===== src/sv/mtdw_pkg.sv =====
// ----------------------------------------------------------------------------
// mtdw_pkg: shared types and constants of the multitone DAC word generator
// Field widths, sine ROM geometry, register codes, reset values, the
// pipeline enable bundle and the elaboration-time quarter-wave sine builder.
// ----------------------------------------------------------------------------
package mtdw_pkg;

    // field widths
    localparam int PLEN_W  = 10;
    localparam int STEP_W  = 32;
    localparam int AMP_W   = 7;
    localparam int OFS_W   = 8;
    localparam int IDX_W   = 9;
    localparam int SMP_W   = 8;
    localparam int WORD_W  = 32;
    localparam int WORD_SAMPLES = WORD_W / SMP_W;

    // stream payload widths
    localparam int S_TDATA_W = 8;
    localparam int M_TDATA_W = 48;
    localparam int M_PAD_W   = M_TDATA_W - WORD_W - IDX_W;

    // configuration port
    localparam int CFG_ADDR_W = 3;
    localparam int CFG_DATA_W = 32;

    typedef enum logic [CFG_ADDR_W-1:0] {
        CFG_PERIOD_LENGTH   = 3'd0,
        CFG_PHASE_STEP      = 3'd1,
        CFG_AMP_FUNDAMENTAL = 3'd2,
        CFG_AMP_TENTH       = 3'd3,
        CFG_AMP_FIFTH       = 3'd4,
        CFG_MID_OFFSET      = 3'd5
    } t_cfg_reg;

    // register reset values
    localparam logic [PLEN_W-1:0] RST_PERIOD_LENGTH   = 10'd512;
    localparam logic [STEP_W-1:0] RST_PHASE_STEP      = 32'd8388608;
    localparam logic [AMP_W-1:0]  RST_AMP_FUNDAMENTAL = 7'd50;
    localparam logic [AMP_W-1:0]  RST_AMP_TENTH       = 7'd50;
    localparam logic [AMP_W-1:0]  RST_AMP_FIFTH       = 7'd20;
    localparam logic [OFS_W-1:0]  RST_MID_OFFSET      = 8'd128;

    // index wraps here even when period_length is larger
    localparam int PERIOD_MAX = 512;
    localparam logic [IDX_W:0] PERIOD_MAX_V = (IDX_W + 1)'(PERIOD_MAX);

    localparam int SAMPLES_PER_WORD_DEF = 4;

    // sine ROM geometry (Q1.15 output)
    localparam int SINE_TABLE_DEPTH = 1024;
    localparam int SINE_AW    = $clog2(SINE_TABLE_DEPTH);
    localparam int QUARTER_N  = SINE_TABLE_DEPTH / 4;
    localparam int QTR_OFS_W  = SINE_AW - 2;
    localparam int QTR_IDX_W  = SINE_AW - 1;
    localparam logic [QTR_IDX_W-1:0] QTR_LAST = QTR_IDX_W'(QUARTER_N);
    localparam int TURN_SCALE = 65536 / SINE_TABLE_DEPTH;
    localparam int SIN_MAG_W  = 15;
    localparam int SIN_W      = SIN_MAG_W + 1;

    // tone set: fundamental, tenth harmonic, fifth harmonic
    localparam int TONES     = 3;
    localparam int TONE_FUND = 0;
    localparam int TONE_TEN  = 1;
    localparam int TONE_FIVE = 2;

    // sample arithmetic
    localparam int FRAC_W = 15;
    localparam int PROD_W = AMP_W + 1 + SIN_W;
    localparam int SUM_W  = 26;
    localparam logic [SMP_W-1:0] MUTE_SAMPLE = 8'h80;
    localparam logic [SMP_W-1:0] SAMPLE_MAX  = 8'hFF;

    // quarter-wave polynomial coefficients (Q15)
    localparam longint unsigned SIN_A = 64'd51472;
    localparam longint unsigned SIN_B = 64'd21167;
    localparam longint unsigned SIN_C = 64'd2463;
    localparam longint unsigned SIN_PEAK = 64'd32767;

    // per-stage load strobes of the datapath pipeline
    typedef struct packed {
        logic s1;   // phase registers
        logic s2;   // sine registers
        logic s3;   // product registers
        logic s4;   // output register
    } t_pipe_en;

    // magnitude of sine at position pos of the first quarter, evaluated
    // at elaboration to fill the constant quarter table
    function automatic logic [SIN_MAG_W-1:0] sine_quarter(input int unsigned pos);
        longint unsigned z;
        longint unsigned z2;
        longint unsigned t;
        longint unsigned t2;
        longint unsigned s;
        z  = pos;
        z  = z * TURN_SCALE * 2;
        z2 = (z * z) >> 15;
        t  = SIN_B - ((SIN_C * z2) >> 15);
        t2 = SIN_A - ((t * z2) >> 15);
        s  = (t2 * z) >> 15;
        if (s > SIN_PEAK) begin
            s = SIN_PEAK;
        end
        return SIN_MAG_W'(s);
    endfunction

endpackage


===== src/sv/mtdw_merge.sv =====
// ----------------------------------------------------------------------------
// mtdw_merge: sample summation, saturation and word packing
// Adds offset and weighted tones per lane, clamps to the DAC code range and
// packs the lanes into the output word register.
// ----------------------------------------------------------------------------
module mtdw_merge #(
    parameter int OUT_LANES = mtdw_pkg::WORD_SAMPLES
) (
    input  logic                               i_clk,
    input  logic                               i_en,
    input  logic                               i_mute,
    input  logic [mtdw_pkg::IDX_W-1:0]         i_start,
    input  logic [mtdw_pkg::OFS_W-1:0]         i_mid_offset,
    input  logic signed [mtdw_pkg::PROD_W-1:0] i_prod [OUT_LANES][mtdw_pkg::TONES],
    output logic [mtdw_pkg::WORD_W-1:0]        o_word,
    output logic [mtdw_pkg::IDX_W-1:0]         o_start
);

    localparam int SMP = mtdw_pkg::SMP_W;
    localparam int FW  = mtdw_pkg::FRAC_W;

    logic signed [mtdw_pkg::SUM_W-1:0] w_sum [OUT_LANES];
    logic [mtdw_pkg::WORD_W-1:0]       n_word;
    logic [mtdw_pkg::WORD_W-1:0]       r_word;
    logic [mtdw_pkg::IDX_W-1:0]        r_start;

    always_comb begin
        n_word = '0;
        for (int k = 0; k < OUT_LANES; k++) begin
            w_sum[k] = $signed({{(mtdw_pkg::SUM_W - mtdw_pkg::OFS_W - FW){1'b0}},
                                i_mid_offset, {FW{1'b0}}});
            for (int t = 0; t < mtdw_pkg::TONES; t++) begin
                w_sum[k] = w_sum[k]
                         + {{(mtdw_pkg::SUM_W - mtdw_pkg::PROD_W){i_prod[k][t][mtdw_pkg::PROD_W-1]}},
                            i_prod[k][t]};
            end
            // mute forces the mid code; else drop below zero, clamp above full scale
            if (i_mute) begin
                n_word[k*SMP +: SMP] = mtdw_pkg::MUTE_SAMPLE;
            end else if (w_sum[k][mtdw_pkg::SUM_W-1]) begin
                n_word[k*SMP +: SMP] = '0;
            end else if (|w_sum[k][mtdw_pkg::SUM_W-2:FW+SMP]) begin
                n_word[k*SMP +: SMP] = mtdw_pkg::SAMPLE_MAX;
            end else begin
                n_word[k*SMP +: SMP] = w_sum[k][FW+SMP-1:FW];
            end
        end
    end

    always_ff @(posedge i_clk) begin
        if (i_en) begin
            r_word  <= n_word;
            r_start <= i_start;
        end
    end

    assign o_word  = r_word;
    assign o_start = r_start;

endmodule


===== config.mk =====
export PLATFORM = sky130hd
export DESIGN_NAME = mtdw_merge
export DESIGN_NICKNAME = d
export VERILOG_FILES = /design/src/sv/mtdw_pkg.sv /design/src/sv/mtdw_merge.sv
export SDC_FILE = /design/constraint.sdc
export NUM_CORES = 1
export LEC_CHECK = 0
export BUFFER_PORTS_ARGS = -buffer_cell sky130_fd_sc_hd__buf_2
export CORE_MARGIN = 8
export CORE_UTILIZATION = 40
export DETAILED_ROUTE_END_ITERATION = 8
export GPL_TIMING_DRIVEN = 0
export PLACE_DENSITY = 0.67
export SLEW_MARGIN = 40
export SYNTH_ARGS = -nofsm -noshare
export SYNTH_HDL_FRONTEND = slang
export SYNTH_SLANG_ARGS = --single-unit

===== constraint.sdc =====
create_clock -name i_clk -period 5.7 [get_ports i_clk]
set_input_delay 0.855 -clock i_clk [delete_from_list [all_inputs] [get_ports i_clk]]
set_output_delay 0.855 -clock i_clk [all_outputs]
set_load 0.02 [all_outputs]

==> summary.txt <==
Worst vdd ir -> 0.0960 mV
Via density -> 4.56
Wl on met1 -> 10200 um
Final wirelength -> 24800 um
Die Height -> 169 um
Measured slew at the worst slew-check pin -> 684 ps
Crit. End Element -> flop
Sequential area share after synthesis -> 13.1%
Ys flop type -> edfxtp_1
Max FO, Critical Path -> 8
Status -> complete, no violations
Largest net degree at the start of global routing -> 42
DR pass1 iterations -> 4
Metal2 WL -> 12100 um
Synth Register Bits -> 41
Final setup fails -> 0
Synth Instances -> 1056
Hold WS -> 734 ps
Yosys top cell area share -> 26.5%
CP Cell Sequence -> buf_2, inv_1, fa_1, fa_1, inv_1, ha_1, buf_2, and3_4, a21oi_1, o21ai_0, a21o_1, a22o_4, a211o_1, a211oi_4, a311oi_1
Clk root buf -> clkbuf_16
Yosys cell types -> 67
NumNets Final -> 1994
Yosys warning count -> 0
Mean Syn Cell Area -> 8.87 sq um
Register area -> 0.00123 sq mm
Fin crit share -> 81.2%
Layout cell share with drive strength beyond 1 -> 26.6%
Slew headroom -> 54.3%
Port Buf Inserts -> 347
PD cells -> 232 mW/mm^2
Total track usage -> 17.5%
Row count -> 56
Final min period -> 4630 ps
CP Launch Type -> input port
Post-synthesis async set-or-reset flop share -> 0%
Worst Hold Class -> in2reg
Number of placed I/O pins -> 349
CTS tree -> yes
Max layer used -> met5
Overflow after GRT -> 0
Final hold violation count -> 0
Slowest stage delay, CP -> 520 ps
Core Footprint -> 0.0233 sq mm
Number of synthesized flops with an enable pin -> 41
Post-DP HPWL -> 22500 um
Hold buffer count at CTS -> 0
Post-cts resize count -> 0
Crit path kind -> in2reg
Clock Tree Buf Depth -> 2
Multi-input logic area -> 0.00657 sq mm
MaxCap Viol Count -> 0
Max Freq -> 216 MHz
Die ar. -> 0.0286 sq mm
First-pass GRT wire length -> 40300 um
Initial antenna violation count -> 1
Filler instances -> 2259
Sink Count -> 41
Routability congestion estimate -> 0.881
Synth area leaders -> fa_1, ha_1, inv_1
Detail Route met3 WL -> 1890 um
Area after DPL -> 0.0115 sq mm
Worst EP required -> 5710 ps
Synthesized area -> 0.00937 sq mm
Total negative slack -> 0 ps
Initial DRC count -> 265
Worst Path Arrival -> 4640 ps
Unrepaired setup endpoints after global routing -> no
Max Slew Vio Count -> 0
Design area -> 0.0117 sq mm
Starting density of the core -> 40.3%
Post-CTS Setup Inserts -> 0
Area Growth Syn to Fin -> 24.6%
Number of remaining DRC errors -> 0
Slowest CP cell -> fa_1
Htree depth -> 2
DR vias -> 7893
Routed Antenna Nets -> 0
Finished Core Util -> 50.2%
Clock-pin slew on the worst setup and hold paths -> 60 ps
Leak -> 7.02 nW
Hold Path Cell Cnt -> 1
Die width -> 169 um
Synth area leader -> fa_1
Number of global-route vias before repair -> 8416
Antenna cell count -> 0
Syn_nets -> 1640
Num CTS Buffers -> 5
Drt wl/cell -> 14.3 um
flip-flops by register name (all words and copies together), names as in the netlist:
register / cells
o_word: 32
o_start: 9
metal layers:
metal / GRT usage [%] / vias up
met5: 0 / -
met4: 4.46 / 2
met3: 4.59 / 24
met2: 31.5 / 258
met1: 20.4 / 3608
li1: - / 4001
report_power, final:
| group | switching, mW | internal, mW | total (mW) | leakage (nW) |
|---|---|---|---|---|
| Sequential | 0.0134 | 0.417 | 0.431 | 0.396 |
| Clock | 0.124 | 0.207 | 0.331 | 0.0800 |
| Combinational | 1.12 | 0.838 | 1.95 | 6.55 |
| Total | 1.25 | 1.46 | 2.72 | 7.02 |
path summary, 6_finish.rpt:
check / startpoint / endpoint / slack [ps]
setup / recovery: i_mid_offset[3] / o_word[20]$_SDFFCE_PP0P_ / 1070
hold / removal: i_start[6] / o_start[6]$_DFFE_PP_ / 730
layout make-up:
type | count | area share (%)
clock buffers | 5 | 1.07
repair buffers | 347 | 14.9
inverters | 412 | 13.2
multi-input cells | 598 | 56.3
flip-flops and latches | 41 | 10.5
plain buffers | 5 | 0.171
well taps | 319 | 3.42
clock inverters | 3 | 0.396
synth_stat cells (all sizes together), types with 4 or more instances:
cell type  number
nand3           8
mux2i           4
nand2          26
nand4           8
a21oi          44
xor2           19
nor3           10
o21a            5
and2           11
a221oi          9
ha            152
o21ai          26
a311oi          4
a211oi         18
a31oi          10
xnor2          14
o211ai          5
nor2           24
inv           411
fa            124
a21o           26
and3            7
edfxtp         41
through the flow:
stage | cells | setup slack, ps | total power [mW]
after floorplan | 1056 | 1430 | 1.88
after CTS | 1730 | 1030 | 2.75
after global placement | 1722 | 731 | 2.35
after global routing | 1730 | 849 | 3.03
after detailed placement | 1722 | 737 | 2.40
final | 1730 | 1070 | 2.72
critical path, delay by kind of cell:
family / cells / cell delay (ps)
buf+inv: 4 / 670
compound gates: 7 / 1650
fa+ha+maj: 3 / 1280
simple gates: 1 / 200
cell families after synthesis:
logic type / after synthesis / synth area share (%)
and+or+nand+nor: 112 / 6.29
DFF: 41 / 13.1
AOI/OAI and AO/OA: 172 / 13.3
muxes: 5 / 0.547
adders and majority gates: 276 / 46.8
xor gates and xnor gates: 33 / 3.24
buffers and inverters: 417 / 16.7
placed cells by master, fill, tap and decap left out, types with 3 or more instances in the layout:
master	netlist	final
a211o_1	3	3
a211oi_1	16	16
a21o_1	26	26
a21oi_1	43	43
a221oi_1	8	8
a31oi_1	9	9
a41o_1	3	3
a41oi_1	3	3
and2_1	11	11
and3_1	5	5
buf_2	1	347
clkbuf_1	3	3
clkbuf_16	0	5
edfxtp_1	41	41
fa_1	124	124
ha_1	152	152
inv_1	410	410
mux2i_1	4	4
nand2_1	26	26
nand2b_1	3	3
nand3_1	8	8
nand4_1	8	8
nor2_1	24	24
nor3_1	10	10
o211ai_1	4	4
o21a_1	5	5
o21ai_0	17	17
o21ai_1	9	9
xnor2_1	14	14
xor2_1	17	17
(Power assumes the default switching activity.)
