===== src/sv/mtdw_pkg.sv =====
// ----------------------------------------------------------------------------
// mtdw_pkg: shared types and constants of the multitone DAC word generator
// Field widths, sine ROM geometry, register codes, reset values, the
// pipeline enable bundle and the elaboration-time quarter-wave sine builder.
// ----------------------------------------------------------------------------
package mtdw_pkg;

    // field widths
    localparam int PLEN_W  = 10;
    localparam int STEP_W  = 32;
    localparam int AMP_W   = 7;
    localparam int OFS_W   = 8;
    localparam int IDX_W   = 9;
    localparam int SMP_W   = 8;
    localparam int WORD_W  = 32;
    localparam int WORD_SAMPLES = WORD_W / SMP_W;

    // stream payload widths
    localparam int S_TDATA_W = 8;
    localparam int M_TDATA_W = 48;
    localparam int M_PAD_W   = M_TDATA_W - WORD_W - IDX_W;

    // configuration port
    localparam int CFG_ADDR_W = 3;
    localparam int CFG_DATA_W = 32;

    typedef enum logic [CFG_ADDR_W-1:0] {
        CFG_PERIOD_LENGTH   = 3'd0,
        CFG_PHASE_STEP      = 3'd1,
        CFG_AMP_FUNDAMENTAL = 3'd2,
        CFG_AMP_TENTH       = 3'd3,
        CFG_AMP_FIFTH       = 3'd4,
        CFG_MID_OFFSET      = 3'd5
    } t_cfg_reg;

    // register reset values
    localparam logic [PLEN_W-1:0] RST_PERIOD_LENGTH   = 10'd512;
    localparam logic [STEP_W-1:0] RST_PHASE_STEP      = 32'd8388608;
    localparam logic [AMP_W-1:0]  RST_AMP_FUNDAMENTAL = 7'd50;
    localparam logic [AMP_W-1:0]  RST_AMP_TENTH       = 7'd50;
    localparam logic [AMP_W-1:0]  RST_AMP_FIFTH       = 7'd20;
    localparam logic [OFS_W-1:0]  RST_MID_OFFSET      = 8'd128;

    // index wraps here even when period_length is larger
    localparam int PERIOD_MAX = 512;
    localparam logic [IDX_W:0] PERIOD_MAX_V = (IDX_W + 1)'(PERIOD_MAX);

    localparam int SAMPLES_PER_WORD_DEF = 4;

    // sine ROM geometry (Q1.15 output)
    localparam int SINE_TABLE_DEPTH = 1024;
    localparam int SINE_AW    = $clog2(SINE_TABLE_DEPTH);
    localparam int QUARTER_N  = SINE_TABLE_DEPTH / 4;
    localparam int QTR_OFS_W  = SINE_AW - 2;
    localparam int QTR_IDX_W  = SINE_AW - 1;
    localparam logic [QTR_IDX_W-1:0] QTR_LAST = QTR_IDX_W'(QUARTER_N);
    localparam int TURN_SCALE = 65536 / SINE_TABLE_DEPTH;
    localparam int SIN_MAG_W  = 15;
    localparam int SIN_W      = SIN_MAG_W + 1;

    // tone set: fundamental, tenth harmonic, fifth harmonic
    localparam int TONES     = 3;
    localparam int TONE_FUND = 0;
    localparam int TONE_TEN  = 1;
    localparam int TONE_FIVE = 2;

    // sample arithmetic
    localparam int FRAC_W = 15;
    localparam int PROD_W = AMP_W + 1 + SIN_W;
    localparam int SUM_W  = 26;
    localparam logic [SMP_W-1:0] MUTE_SAMPLE = 8'h80;
    localparam logic [SMP_W-1:0] SAMPLE_MAX  = 8'hFF;

    // quarter-wave polynomial coefficients (Q15)
    localparam longint unsigned SIN_A = 64'd51472;
    localparam longint unsigned SIN_B = 64'd21167;
    localparam longint unsigned SIN_C = 64'd2463;
    localparam longint unsigned SIN_PEAK = 64'd32767;

    // per-stage load strobes of the datapath pipeline
    typedef struct packed {
        logic s1;   // phase registers
        logic s2;   // sine registers
        logic s3;   // product registers
        logic s4;   // output register
    } t_pipe_en;

    // magnitude of sine at position pos of the first quarter, evaluated
    // at elaboration to fill the constant quarter table
    function automatic logic [SIN_MAG_W-1:0] sine_quarter(input int unsigned pos);
        longint unsigned z;
        longint unsigned z2;
        longint unsigned t;
        longint unsigned t2;
        longint unsigned s;
        z  = pos;
        z  = z * TURN_SCALE * 2;
        z2 = (z * z) >> 15;
        t  = SIN_B - ((SIN_C * z2) >> 15);
        t2 = SIN_A - ((t * z2) >> 15);
        s  = (t2 * z) >> 15;
        if (s > SIN_PEAK) begin
            s = SIN_PEAK;
        end
        return SIN_MAG_W'(s);
    endfunction

endpackage


===== src/sv/mtdw_phase.sv =====
// ----------------------------------------------------------------------------
// mtdw_phase: sample index and phase accumulator for one word of lanes
// Resolves the index wraps of all lanes of a request combinationally and
// registers the phase of every output lane.
// ----------------------------------------------------------------------------
module mtdw_phase #(
    parameter int LANES     = mtdw_pkg::SAMPLES_PER_WORD_DEF,
    parameter int OUT_LANES = mtdw_pkg::WORD_SAMPLES
) (
    input  logic                           i_clk,
    input  logic                           i_rst_n,
    input  logic                           i_fire,
    input  logic                           i_mute,
    input  logic [mtdw_pkg::PLEN_W-1:0]    i_period_length,
    input  logic [mtdw_pkg::STEP_W-1:0]    i_phase_step,
    output logic [mtdw_pkg::STEP_W-1:0]    o_phase [OUT_LANES],
    output logic [mtdw_pkg::IDX_W-1:0]     o_start,
    output logic                           o_mute
);

    localparam int DIST_W = $clog2(LANES + 1);

    logic [mtdw_pkg::IDX_W-1:0]  r_index;
    logic [mtdw_pkg::STEP_W-1:0] r_accum;
    logic [mtdw_pkg::IDX_W-1:0]  n_index;
    logic [mtdw_pkg::STEP_W-1:0] n_accum;

    logic [mtdw_pkg::STEP_W-1:0] r_phase [OUT_LANES];
    logic [mtdw_pkg::IDX_W-1:0]  r_start;
    logic                        r_mute;

    logic [mtdw_pkg::IDX_W:0]    w_next;
    logic                        w_wrapped;
    logic [DIST_W-1:0]           w_dist;
    logic                        w_lane_wrap [LANES];
    logic [DIST_W-1:0]           w_lane_dist [LANES];
    logic [mtdw_pkg::STEP_W-1:0] w_phase [OUT_LANES];

    // walk the lanes: each lane sees how many steps it is past the base
    // and whether a wrap cleared the accumulator before it
    always_comb begin
        n_index   = r_index;
        w_wrapped = 1'b0;
        w_dist    = '0;
        w_next    = '0;
        for (int k = 0; k < LANES; k++) begin
            w_lane_wrap[k] = w_wrapped;
            w_lane_dist[k] = w_dist;
            w_next = {1'b0, n_index} + 1'b1;
            if ((w_next >= i_period_length) || (w_next >= mtdw_pkg::PERIOD_MAX_V)) begin
                n_index   = '0;
                w_wrapped = 1'b1;
                w_dist    = '0;
            end else begin
                n_index = w_next[mtdw_pkg::IDX_W-1:0];
                w_dist  = w_dist + 1'b1;
            end
        end
        n_accum = (w_wrapped ? '0 : r_accum)
                + i_phase_step * {{(mtdw_pkg::STEP_W - DIST_W){1'b0}}, w_dist};
    end

    for (genvar k = 0; k < OUT_LANES; k++) begin : g_lane_phase
        assign w_phase[k] = (w_lane_wrap[k] ? '0 : r_accum)
                          + i_phase_step
                          * {{(mtdw_pkg::STEP_W - DIST_W){1'b0}}, w_lane_dist[k]};
    end

    always_ff @(posedge i_clk) begin
        if (!i_rst_n) begin
            r_index <= '0;
            r_accum <= '0;
        end else if (i_fire && !i_mute) begin
            r_index <= n_index;
            r_accum <= n_accum;
        end
    end

    always_ff @(posedge i_clk) begin
        if (i_fire) begin
            r_phase <= w_phase;
            r_start <= r_index;
            r_mute  <= i_mute;
        end
    end

    assign o_phase = r_phase;
    assign o_start = r_start;
    assign o_mute  = r_mute;

`ifndef SYNTHESIS
    // every path to index zero also clears the accumulator
    a_zero_index_zero_phase: assert property (@(posedge i_clk) disable iff (!i_rst_n)
        (r_index == '0) |-> (r_accum == '0))
        else $error("index zero with nonzero phase accumulator");

    a_mute_holds_state: assert property (@(posedge i_clk) disable iff (!i_rst_n)
        (i_fire && i_mute) |=> ($stable(r_index) && $stable(r_accum)))
        else $error("muted request moved the generator state");

    a_index_below_period: assert property (@(posedge i_clk) disable iff (!i_rst_n)
        (i_fire && !i_mute) |=>
            ((r_index == '0) || ({1'b0, r_index} < $past(i_period_length))))
        else $error("sample index left the period after a step");
`endif

endmodule


===== config.mk =====
export PLATFORM = sky130hd
export DESIGN_NAME = mtdw_phase
export DESIGN_NICKNAME = d
export VERILOG_FILES = /design/src/sv/mtdw_pkg.sv /design/src/sv/mtdw_phase.sv
export SDC_FILE = /design/constraint.sdc
export NUM_CORES = 1
export LEC_CHECK = 0
export ABC_AREA = 1
export BUFFER_PORTS_ARGS = -buffer_cell sky130_fd_sc_hd__buf_4
export CAP_MARGIN = 20
export CORE_UTILIZATION = 65
export CTS_CLUSTER_SIZE = 30
export DETAILED_ROUTE_END_ITERATION = 8
export PLACE_DENSITY = 0.84
export SLEW_MARGIN = 20
export SYNTH_ARGS = -nofsm -noshare
export SYNTH_HDL_FRONTEND = slang
export SYNTH_SLANG_ARGS = --single-unit

===== constraint.sdc =====
create_clock -name i_clk -period 25.7 [get_ports i_clk]
set_input_delay 3.855 -clock i_clk [delete_from_list [all_inputs] [get_ports i_clk]]
set_output_delay 3.855 -clock i_clk [all_outputs]
set_load 0.005 [all_outputs]

==> metrics.yaml <==
cts.sinks: 179
cpLargestDelayFamily: "simple AND/OR/NAND/NOR gates"
stdcell_count: 2977
synth_area_leaders: "edfxtp_1 22%, fa_1 16%, ha_1 13%"
numCtsBuffers: 17
via_count: 17260
outcome: "complete, no violations"
cp_common_cell: "nand2_1"
netlist_area_sq_mm: 0.01916
start_kind: "input port"
hold_class: "reg -> reg"
cts_tree: "yes"
overflow: 0
drv_slew: 0
powerDensity_mw_per_mm2: 52.16
rows: 62
drc: 0
place_ws_ns: 7.944
worstMarginPinSlew_ns: 0.9458
slew_headroom_pct: 36.79
syn_to_final_growth_pct: 12.06
cts_setup_buffers: 0
tns_ns: 0
grt_max_degree: 73
viasPerCell: 5.796
yosys_warnings: 0
ys_types: 49
period_minus_slack_ns: 17.49
yosysTopAreaCell: "edfxtp_1"
clock_path_buffers: 2
fin_crit_sh_pct: 68.04
synth-main-ff-cell: "edfxtp_1"
pin_count: 184
antenna_found_initial: 1
drive_gt1_share_pct: 10.72
ant_nets: 0
critPathMaxStageDelay_ns: 0.71
worstPathRequired_ns: 26.07
async_reset_ff_share_pct: 0
core-area_sq_mm: 0.02886
cts_root_buf: "clkbuf_16"
setup_viol: 0
fin_skew_ns: 0.02277
hold_buffers: 0
seq_area_frac_synth_pct: 25.91
grt_pass1_wl_um: 85680
synth-edff-count: 138
ir_worst_vdd_v: 0.00004278
critPathMaxFanout: 69
drt_first_pass_iters: 6
path_class: "in -> reg"
synth_seq_cells: 179
die_area_sq_mm: 0.03017
leakage_nw: 11.45
fillers: 2138
wire_per_inst_um: 17.99
cts_resized: 0
netlist.area_leader.share_pct: 21.62
gp_congestion: 0.9658
start_util_pct: 66.41
clock_latency_ns: 0.46
worst-path-buf-inv: 8
placed_cells: 2945
diodes: 0
end_kind: "register"
clk_pin_slew_ns: 0.09
synthCells: 2418
fmax_mhz: 57.19
hold_violations: 0
synth.most_common_cell: "inv_1"
detail_route.iter0.violations: 1811
worst_slack_ns: 8.214
crit_slowest_cell: "nand3_2"
cts_max_level: 4
avgSynthCellArea_sq_um: 7.925
die_w_um: 173.7
drt_wl_total_um: 53550
grt_usage_pct: 36.15
die_y_um: 173.7
max_cap_violations: 0
fin_nets: 2980
dp_hpwl_um: 41260
numPortBuffers: 183
rsz0062_at_grt: "false"
synthTopCellsByCount: "501 x inv_1, 402 x nand2_1, 337 x nor2_1"
synth_nets: 2818
grt_pass1_vias: 16900
worstPathArrival_ns: 17.86
==> worst register-to-register path, delay by kind of cell, from the launching register on <==
kind                       cells  cell delay [ns]
and+or+nand+nor               40             5.89
AOI/OAI and AO/OA             20             3.97
DFF                            1             0.59
adders and majority gates     11             3.72
buffers and inverters          7             1.33
==> stage by stage <==
step	area, sq um	hold WS, ns	utilization, %	total power [W]
after floorplan	19160	0.4082	-	0.0006838
after global placement	20910	0.4146	72.45	0.0008318
after detailed placement	20910	0.4179	72.46	0.0008478
after CTS	21470	0.4355	74.41	0.001113
after global routing	21470	0.4486	74.41	0.001180
final	21470	0.4417	74.41	0.001120
==> final timing paths <==
| kind | from | to | slack [ns] | depth (start not counted) |
|---|---|---|---|---|
| setup reg to reg | r_index[0] | r_accum[31] | 10.16 | 78 |
| setup / recovery | i_period_length[4] | r_accum[31] | 8.21 | 76 |
| hold / removal | r_accum[13] | o_phase[109] | 0.44 | 0 |
| hold reg to reg | r_accum[13] | o_phase[109] | 0.44 | 0 |
==> area by class of cell <==
| type | count | area [sq um] | area share, % |
|---|---|---|---|
| Tap cell | 384 | 480.5 | 2.237 |
| Inverter | 516 | 1937 | 9.019 |
| Clock inverter | 11 | 91.34 | 0.4253 |
| Sequential cell | 179 | 4965 | 23.12 |
| Multi-Input combinational cell | 1673 | 12080 | 56.24 |
| Timing Repair Buffer | 193 | 1453 | 6.765 |
| Clock buffer | 21 | 471.7 | 2.197 |
==> routing by layer <==
metal	share of wire [%]	GRT usage, %
met1	40	47.29
met2	47	59.64
met3	8.8	6.053
met4	4.0	15.13
met5	0.052	0
==> cells in the final DEF (no fill, tap or decap), types with 5 or more instances in the layout <==
cell type,synthesis,layout
inv_1,501,500
nand2_1,402,402
nor2_1,337,335
ha_1,205,205
buf_4,0,192
a21oi_1,177,177
fa_1,149,149
edfxtp_1,138,138
xor2_1,86,86
o21ai_0,81,81
nand3_1,50,50
xnor2_1,45,45
dfxtp_1,41,41
nand4_1,20,20
clkbuf_16,0,18
inv_2,15,15
nor2_2,13,14
o21ai_1,9,9
a31oi_1,9,9
nand2_2,7,7
a211oi_1,8,7
o31ai_1,7,7
nor2_4,5,6
o21a_1,6,6
nand3b_1,5,5
nor3_1,5,5
a21boi_0,5,5
o21bai_1,5,5
a22oi_1,5,5
==> sequential cells by signal, summed over array words and instances, names as in the netlist <==
name and cells:
r_accum 32, o_mute 1, o_phase 128, o_start 9, r_index 9
==> where the power goes <==
part | total (W) | internal [W] | switching (W)
Clock | 0.000265 | 0.000135 | 0.000130
Sequential | 0.000393 | 0.000376 | 0.0000167
Combinational | 0.000462 | 0.000190 | 0.000272
Total | 0.00112 | 0.000701 | 0.000419
==> cell families (layout without fill, tap and decap cells) <==
group,count (synthesis),after routing,share of synthesized area [%]
adder cells (fa/ha/maj),354,354,28.95
XOR/XNOR,132,132,6.072
AND/OR/NAND/NOR,854,854,18.38
buffers and inverters,566,741,11.15
AO/OA/AOI/OAI,333,333,9.539
flip-flops,179,179,25.91
Power figures use the tool's default switching activity.
